--- src/hw/rtl/qcf_pkg.sv ---
`timescale 1ns / 1ps
`default_nettype none
// ----------------------------------------------------------------------------
// qcf_pkg
// Shared constants of the quadratic curve flattener.
// ----------------------------------------------------------------------------
package qcf_pkg;

    localparam int unsigned THRESH_BITS = 8;
    localparam logic [THRESH_BITS-1:0] THRESH_RESET = 8'd5;

endpackage
`default_nettype wire

--- src/hw/rtl/qcf_front.sv ---
`timescale 1ns / 1ps
`default_nettype none
// ----------------------------------------------------------------------------
// qcf_front
// Input side: takes curves and holds them in a two-entry queue for the engine.
// ----------------------------------------------------------------------------
module qcf_front #(
    parameter int unsigned COORD_BITS = 12
) (
    input  wire logic                    i_clk,
    input  wire logic                    i_rst_n,
    input  wire logic                    i_in_valid,
    output logic                         o_in_ready,
    input  wire logic [COORD_BITS*6-1:0] i_curve,
    output logic                         o_q_valid,
    input  wire logic                    i_q_pop,
    output logic [COORD_BITS*6-1:0]      o_q_curve
);

    logic [COORD_BITS*6-1:0] r_mem [2];
    logic                    r_wr_ptr;
    logic                    n_wr_ptr;
    logic                    r_rd_ptr;
    logic                    n_rd_ptr;
    logic [1:0]              r_count;
    logic [1:0]              n_count;
    logic                    push;
    logic                    pop;

    assign o_in_ready = (r_count != 2'd2);
    assign o_q_valid  = (r_count != 2'd0);
    assign o_q_curve  = r_mem[r_rd_ptr];
    assign push       = i_in_valid && o_in_ready;
    assign pop        = i_q_pop && o_q_valid;

    always_comb begin
        n_wr_ptr = push ? ~r_wr_ptr : r_wr_ptr;
        n_rd_ptr = pop ? ~r_rd_ptr : r_rd_ptr;
        n_count  = r_count;
        if (push && !pop) begin
            n_count = r_count + 2'd1;
        end else if (pop && !push) begin
            n_count = r_count - 2'd1;
        end
    end

    always_ff @(posedge i_clk) begin
        if (!i_rst_n) begin
            r_wr_ptr <= 1'b0;
            r_rd_ptr <= 1'b0;
            r_count  <= 2'd0;
        end else begin
            r_wr_ptr <= n_wr_ptr;
            r_rd_ptr <= n_rd_ptr;
            r_count  <= n_count;
        end
    end

    always_ff @(posedge i_clk) begin
        if (push) begin
            r_mem[r_wr_ptr] <= i_curve;
        end
    end

`ifndef SYNTHESIS
    a_no_overflow: assert property (@(posedge i_clk) disable iff (!i_rst_n)
        r_count <= 2'd2)
        else $error("queue count out of range");
    a_full_blocks: assert property (@(posedge i_clk) disable iff (!i_rst_n)
        (r_count == 2'd2 && !pop) |=> (r_count == 2'd2))
        else $error("queue full count changed without a read");
    a_ptr_gap: assert property (@(posedge i_clk) disable iff (!i_rst_n)
        (r_count == 2'd1) |-> (r_wr_ptr != r_rd_ptr))
        else $error("queue pointers disagree with count");
`endif

endmodule
`default_nettype wire

--- src/hw/rtl/qcf_engine.sv ---
`timescale 1ns / 1ps
`default_nettype none
// ----------------------------------------------------------------------------
// qcf_engine
// Subdivision engine: splits the current half or emits it as a segment,
// keeping pending right halves on a small stack.
// ----------------------------------------------------------------------------
module qcf_engine #(
    parameter int unsigned COORD_BITS = 12,
    parameter int unsigned MAX_DEPTH  = 6
) (
    input  wire logic                          i_clk,
    input  wire logic                          i_rst_n,
    input  wire logic [qcf_pkg::THRESH_BITS-1:0] i_flat_threshold,
    input  wire logic                          i_q_valid,
    output logic                               o_q_pop,
    input  wire logic [COORD_BITS*6-1:0]       i_q_curve,
    output logic                               o_out_valid,
    input  wire logic                          i_out_ready,
    output logic [COORD_BITS-1:0]              o_seg_from_x,
    output logic [COORD_BITS-1:0]              o_seg_from_y,
    output logic [COORD_BITS-1:0]              o_seg_to_x,
    output logic [COORD_BITS-1:0]              o_seg_to_y,
    output logic                               o_last
);

    localparam int unsigned C   = COORD_BITS;
    localparam int unsigned LW  = $clog2(MAX_DEPTH + 1);
    localparam int unsigned IW  = (MAX_DEPTH > 1) ? $clog2(MAX_DEPTH) : 1;
    localparam logic [LW-1:0] LVL_MAX = LW'(MAX_DEPTH);

    typedef enum logic {S_IDLE, S_RUN} t_state;

    function automatic logic [C-1:0] mid(input logic [C-1:0] a, input logic [C-1:0] b);
        logic [C:0] s;
        s = {1'b0, a} + {1'b0, b};
        return s[C:1];
    endfunction

    function automatic logic [C-1:0] absdiff(input logic [C-1:0] a, input logic [C-1:0] b);
        return (a > b) ? (a - b) : (b - a);
    endfunction

    t_state         r_state;
    logic [C-1:0]   r_sx, r_sy, r_cx, r_cy, r_ex, r_ey;
    logic [LW-1:0]  r_lvl;
    logic [LW-1:0]  r_sp;

    logic [2*C-1:0] r_stk_pt  [MAX_DEPTH];
    logic [4*C-1:0] r_stk_ce  [MAX_DEPTH];
    logic [LW-1:0]  r_stk_lvl [MAX_DEPTH];

    logic [C-1:0]   ax, ay, qx, qy, bx, by, mx, my;
    logic [C:0]     flat_dist;
    logic           do_split;
    logic           out_free;
    logic           emit;
    logic [IW-1:0]  wr_idx;
    logic [IW-1:0]  rd_idx;
    logic [LW-1:0]  sp_dec;

    assign ax = mid(r_sx, r_cx);
    assign ay = mid(r_sy, r_cy);
    assign qx = mid(r_cx, r_ex);
    assign qy = mid(r_cy, r_ey);
    assign bx = mid(ax, qx);
    assign by = mid(ay, qy);

    // flatness: control point against the chord midpoint
    assign mx        = mid(r_sx, r_ex);
    assign my        = mid(r_sy, r_ey);
    assign flat_dist = {1'b0, absdiff(r_cx, mx)} + {1'b0, absdiff(r_cy, my)};

    // the whole curve is always split once
    assign do_split = (r_lvl == '0) ||
                      ((r_lvl < LVL_MAX) &&
                       (flat_dist > (C+1)'(i_flat_threshold)));
    assign out_free = !o_out_valid || i_out_ready;
    assign emit     = (r_state == S_RUN) && !do_split && out_free;
    assign sp_dec   = r_sp - LW'(1);
    assign wr_idx   = r_sp[IW-1:0];
    assign rd_idx   = sp_dec[IW-1:0];
    assign o_q_pop  = (r_state == S_IDLE);

    always_ff @(posedge i_clk) begin
        if (!i_rst_n) begin
            r_state     <= S_IDLE;
            r_sp        <= '0;
            r_lvl       <= '0;
            o_out_valid <= 1'b0;
        end else begin
            if (out_free) begin
                o_out_valid <= 1'b0;
            end
            unique case (r_state)
                S_IDLE: begin
                    if (i_q_valid) begin
                        {r_sx, r_sy, r_cx, r_cy, r_ex, r_ey} <= i_q_curve;
                        r_lvl   <= '0;
                        r_sp    <= '0;
                        r_state <= S_RUN;
                    end
                end
                S_RUN: begin
                    if (do_split) begin
                        r_cx  <= ax;
                        r_cy  <= ay;
                        r_ex  <= bx;
                        r_ey  <= by;
                        r_lvl <= r_lvl + LW'(1);
                        r_sp  <= r_sp + LW'(1);
                    end else if (out_free) begin
                        o_out_valid  <= 1'b1;
                        o_seg_from_x <= r_sx;
                        o_seg_from_y <= r_sy;
                        o_seg_to_x   <= r_ex;
                        o_seg_to_y   <= r_ey;
                        o_last       <= (r_sp == '0);
                        if (r_sp == '0) begin
                            r_state <= S_IDLE;
                        end else begin
                            {r_sx, r_sy} <= r_stk_pt[rd_idx];
                            {r_cx, r_cy, r_ex, r_ey} <= r_stk_ce[rd_idx];
                            r_lvl <= r_stk_lvl[rd_idx];
                            r_sp  <= sp_dec;
                        end
                    end
                end
                default: r_state <= S_IDLE;
            endcase
        end
    end

    // stack of pending right halves
    always_ff @(posedge i_clk) begin
        if (r_state == S_RUN && do_split) begin
            r_stk_pt[wr_idx]  <= {bx, by};
            r_stk_ce[wr_idx]  <= {qx, qy, r_ex, r_ey};
            r_stk_lvl[wr_idx] <= r_lvl + LW'(1);
        end
    end

`ifndef SYNTHESIS
    a_sp_bound: assert property (@(posedge i_clk) disable iff (!i_rst_n)
        r_sp <= LVL_MAX)
        else $error("stack pointer beyond depth");
    a_lvl_bound: assert property (@(posedge i_clk) disable iff (!i_rst_n)
        (r_state == S_RUN) |-> (r_lvl <= LVL_MAX && r_sp <= r_lvl))
        else $error("level or stack depth inconsistent");
    a_last_ends: assert property (@(posedge i_clk) disable iff (!i_rst_n)
        (emit && r_sp == '0) |=> (r_state == S_IDLE && o_out_valid && o_last))
        else $error("last segment did not end the curve");
    a_hold_out: assert property (@(posedge i_clk) disable iff (!i_rst_n)
        (o_out_valid && !i_out_ready) |=> (o_out_valid && $stable(o_seg_to_x)))
        else $error("stalled segment changed");
`endif

endmodule
`default_nettype wire

--- src/hw/rtl/quadratic_curve_flattener_core.sv ---
`timescale 1ns / 1ps
`default_nettype none
// ----------------------------------------------------------------------------
// quadratic_curve_flattener_core
// Flattens quadratic curves into line segments by midpoint subdivision.
// ----------------------------------------------------------------------------
// Each curve taken on the input channel is split depth first, left half
// before right, until a half is within flat_threshold (Manhattan distance of
// the control point from the chord midpoint) or reaches MAX_DEPTH; every such
// half leaves as one segment, and the final one carries o_last. The engine
// loads a curve from the queue while idle, then makes one split per cycle,
// or emits one segment per cycle while the output is not stalled, in the
// single split/emit step of the engine. A two-entry queue in front lets new
// curves be taken while the engine works, and a stalled output only holds the
// engine when it has a segment to send.
// flat_threshold resets to 5 and is written through i_cfg_wr_en.
module quadratic_curve_flattener_core #(
    parameter int unsigned COORD_BITS = 12,
    parameter int unsigned MAX_DEPTH  = 6
) (
    input  wire logic                            i_clk,
    input  wire logic                            i_rst_n,
    input  wire logic                            i_cfg_wr_en,
    input  wire logic [qcf_pkg::THRESH_BITS-1:0] i_cfg_wr_data,
    input  wire logic                            i_in_valid,
    output logic                                 o_in_ready,
    input  wire logic [COORD_BITS-1:0]           i_start_x,
    input  wire logic [COORD_BITS-1:0]           i_start_y,
    input  wire logic [COORD_BITS-1:0]           i_ctrl_x,
    input  wire logic [COORD_BITS-1:0]           i_ctrl_y,
    input  wire logic [COORD_BITS-1:0]           i_end_x,
    input  wire logic [COORD_BITS-1:0]           i_end_y,
    output logic                                 o_out_valid,
    input  wire logic                            i_out_ready,
    output logic [COORD_BITS-1:0]                o_seg_from_x,
    output logic [COORD_BITS-1:0]                o_seg_from_y,
    output logic [COORD_BITS-1:0]                o_seg_to_x,
    output logic [COORD_BITS-1:0]                o_seg_to_y,
    output logic                                 o_last
);

    logic [qcf_pkg::THRESH_BITS-1:0] r_flat_threshold;
    logic                            q_valid;
    logic                            q_pop;
    logic [COORD_BITS*6-1:0]         q_curve;

    always_ff @(posedge i_clk) begin
        if (!i_rst_n) begin
            r_flat_threshold <= qcf_pkg::THRESH_RESET;
        end else if (i_cfg_wr_en) begin
            r_flat_threshold <= i_cfg_wr_data;
        end
    end

    qcf_front #(
        .COORD_BITS (COORD_BITS)
    ) u_front (
        .i_clk      (i_clk),
        .i_rst_n    (i_rst_n),
        .i_in_valid (i_in_valid),
        .o_in_ready (o_in_ready),
        .i_curve    ({i_start_x, i_start_y, i_ctrl_x, i_ctrl_y, i_end_x, i_end_y}),
        .o_q_valid  (q_valid),
        .i_q_pop    (q_pop),
        .o_q_curve  (q_curve)
    );

    qcf_engine #(
        .COORD_BITS (COORD_BITS),
        .MAX_DEPTH  (MAX_DEPTH)
    ) u_engine (
        .i_clk            (i_clk),
        .i_rst_n          (i_rst_n),
        .i_flat_threshold (r_flat_threshold),
        .i_q_valid        (q_valid),
        .o_q_pop          (q_pop),
        .i_q_curve        (q_curve),
        .o_out_valid      (o_out_valid),
        .i_out_ready      (i_out_ready),
        .o_seg_from_x     (o_seg_from_x),
        .o_seg_from_y     (o_seg_from_y),
        .o_seg_to_x       (o_seg_to_x),
        .o_seg_to_y       (o_seg_to_y),
        .o_last           (o_last)
    );

endmodule
`default_nettype wire
--- config.mk ---
export PLATFORM = sky130hd
export DESIGN_NAME = quadratic_curve_flattener_core
export DESIGN_NICKNAME = d
export VERILOG_FILES = /design/src/hw/rtl/qcf_pkg.sv /design/src/hw/rtl/qcf_front.sv /design/src/hw/rtl/qcf_engine.sv /design/src/hw/rtl/quadratic_curve_flattener_core.sv
export SDC_FILE = /design/constraint.sdc
export NUM_CORES = 1
export LEC_CHECK = 0
export BUFFER_PORTS_ARGS = -buffer_cell sky130_fd_sc_hd__buf_2
export CELL_PAD_IN_SITES_DETAIL_PLACEMENT = 1
export CELL_PAD_IN_SITES_GLOBAL_PLACEMENT = 2
export CORE_UTILIZATION = 42
export CTS_CLUSTER_DIAMETER = 200
export DETAILED_ROUTE_END_ITERATION = 10
export GPL_TIMING_DRIVEN = 0
export PLACE_DENSITY_LB_ADDON = 0.1
export SLEW_MARGIN = 0
export SYNTH_ARGS = -nofsm -noshare
export SYNTH_HDL_FRONTEND = slang
export SYNTH_HIERARCHICAL = 1
export SYNTH_SLANG_ARGS = --single-unit
--- constraint.sdc ---
create_clock -name i_clk -period 12.9 [get_ports i_clk]
set_input_delay 0.645 -clock i_clk [delete_from_list [all_inputs] [get_ports i_clk]]
set_output_delay 0.645 -clock i_clk [all_outputs]
set_load 0.03 [all_outputs]
==> flow_summary.yaml <==
critical_path:
  max_stage_delay_ns: 0.88
  crit_top_cell: "a21oi_1"
  path_class: "flip-flop to flip-flop"
  arrival_ns: 11.71
  worstPathMaxFanout: 10
  cp-end-kind: "flip-flop"
  slowest_stage: "nor3_2"
  start_kind: "flip-flop"
  crit_required_ns: 13.22
layout:
  area_delta_synth_final_pct: 16.4
  final_cells: 3588
  most-common-layout-cells: "715 x edfxtp_1, 162 x ha_1, 141 x buf_2"
  fin_nets: 2728
  final_area_sq_um: 39500
  final_layout_size_suffix_gt1_share_pct: 20.5
  layout_commonest_cell: "edfxtp_1"
  fin_util_pct: 49.7
  fillCellCount: 7641
global_routing:
  grt_pass1_wl_um: 149000
  first_global_vias: 21900
  overflow: 0
  grt_use_total_pct: 25.2
  antenna_found_initial: 6
  grt_max_degree: 45
detailed_routing:
  drc: 0
  ant_nets: 0
  wl_per_cell_um: 28.6
  viasPerCell: 5.77
  firstDrtPassIters: 5
  vias: 20700
  drt_iter0_markers: 1797
  wl_um: 103000
synthesis:
  yosys.area_share.simple_pct: 4.27
  synth_edf_count: 715
  synth_top_family_by_area: "multiplexers"
  synth_warnings: 6
  syn_nets: 2460
  async_flop_share_pct: 0
  synthAdderAreaFrac_pct: 6.74
  synth-main-ff-cell: "edfxtp_1"
  synth_cell_types: 76
  synth_xor_area_share_pct: 2.84
  syn_area_sq_um: 33900
  synthMuxAreaShare_pct: 10.4
  synth_compound_area_share_pct: 8.85
  ys_seq_elements: 736
  avgSynthCellArea_sq_um: 15.4
  synthCells: 2200
  seq_area_frac_synth_pct: 64.5
sta:
  fmax_ghz: 0.0878
  fin_crit_sh_pct: 88.3
  finalHoldViolCount: 0
  setup_viol: 0
  slew_viol_final: 0
  layout_min_cycle_time_ns: 11.39
  worstMarginPinSlew_ns: 1.23
  clock_skew_ns: 0.0384
  rsz0062_at_grt: "false"
  slew_headroom_pct: 17.7
die:
  core_area_sq_um: 79500
  die_height_um: 286
  initial_core_util_pct: 42.7
  io_pins: 136
  num_rows: 103
  die_x_um: 286
  die_area_sq_um: 81900
cts:
  numCtsBuffers: 81
  htreeDepth: 3
  cts_hold_buf: 0
  clockRootBuffer: "clkbuf_16"
  cts_tree: "yes"
  clk_pin_slew_worst_paths_ns: 0.06
  ctsLongestPathBuffers: 3
  post_cts_resized: 0
  clkSinkCount: 736
  cts_setup_buffers: 0
  insertion_delay_ns: 0.65
place:
  gp_congestion: 0.851
  dpl.cell_count: 3435
  port_buffers: 134
  hpwl_um: 75100
  placed_area_sq_um: 36700
hold_path:
  hold_path.class: "input port to flip-flop"
outcome:
  status: "finished clean"
flow_run:
  max-cap-violations: 0
[critical path, delay by kind of cell (launching register included)]
family	cells	cell delay, ns
AOI/OAI and AO/OA	19	4.50
xor gates and xnor gates	2	0.29
adders and majority gates	4	1.29
buffers and inverters	7	2.18
DFF	1	0.66
muxes	1	0.46
and+or+nand+nor	6	1.64
[Yosys cell counts, drive strengths merged, types with 3 or more instances]
cell type	number	share of area, %
edfxtp	715	63
ha	162	6.0
inv	124	1.4
nor2	113	1.3
mux2i	90	2.7
nand2	83	0.93
mux2	82	2.7
xnor2	76	2.0
mux4	75	5.0
o21ai	74	1.1
a21oi	72	1.1
a211oi	59	1.3
clkbuf	53	0.59
a221o	47	1.4
o211ai	36	0.81
xor2	34	0.88
a21o	28	0.62
buf	27	0.44
nor2b	22	0.41
dfxtp	21	1.2
nor3	20	0.30
nand3	15	0.22
o21a	15	0.33
fa	13	0.77
a31o	12	0.31
o21bai	12	0.27
and2	11	0.20
nand2b	10	0.21
a31oi	9	0.17
and3	8	0.15
a21boi	7	0.15
or2	7	0.13
a211o	6	0.15
nand4	6	0.11
o41ai	6	0.18
a2111oi	5	0.17
or4	5	0.11
a221oi	4	0.14
o311ai	4	0.15
and4	3	0.085
o2111ai	3	0.077
o31a	3	0.077
[logic make-up after synthesis]
group	Yosys count
AOI/OAI and AO/OA	416
xor gates and xnor gates	110
adders and majority gates	175
buffers and inverters	205
DFF	736
muxes	247
and+or+nand+nor	311
[per-stage QoR]
stage          hold slack [ns]  TNS (ns)  worst slack (ns)
2_1_floorplan            0.440         0            0.0366
3_3_place_gp             0.461  -2968.25             -8.03
3_5_place_dp             0.469         0              1.57
4_1_cts                  0.140         0              1.52
5_1_grt                  0.145         0             0.780
6_report                 0.181         0              1.51
[cell type report]
| class | instances | area, sq um | share of cell area, % |
|---|---|---|---|
| clock inverter | 58 | 667 | 1.69 |
| clock buffer | 93 | 2090 | 5.30 |
| tap | 1050 | 1310 | 3.33 |
| timing repair buffer | 185 | 1430 | 3.62 |
| sequential | 736 | 21900 | 55.4 |
| multi-input combinational | 1259 | 11300 | 28.6 |
| inverter | 125 | 472 | 1.19 |
| antenna | 2 | 5.00 | 0.0127 |
| buffer | 80 | 350 | 0.887 |
[flip-flops by register name, indices dropped and copies added, names as in the netlist, 18 cells and up, named ones only]
| register | cells |
|---|---|
| u_front/r_mem | 144 |
| u_engine/r_stk_lvl | 18 |
| u_engine/r_stk_ce | 288 |
| u_engine/r_stk_pt | 144 |
[per-layer routing]
layer | global-route usage (%) | vias to the layer above | share of wire (%)
met1 | 35.2 | 10900 | 45
met2 | 41.3 | 585 | 48
li1 | - | 9106 | -
met3 | 3.55 | 136 | 5.4
met4 | 6.71 | 0 | 2.5
met5 | 0 | - | 0
[final timing paths]
kind              cells after the start  slack, ns                              from                                  to
hold / removal                        1       0.18                       i_end_y[10]      u_front/r_mem[1][10]$_DFFE_PP_
setup / recovery                     39       1.51        u_engine/r_ey[1]$_DFFE_PP_  u_engine/r_stk_ce[1][33]$_DFFE_PP_
hold reg to reg                       2       0.48  r_flat_threshold[2]$_SDFFE_PN1P_    r_flat_threshold[2]$_SDFFE_PN1P_
setup reg to reg                     39       1.51        u_engine/r_ey[1]$_DFFE_PP_  u_engine/r_stk_ce[1][33]$_DFFE_PP_
Power is left out: the tool's default activity adds up to more than one toggle a clock period on the data nets, which glitch-free logic cannot reach.
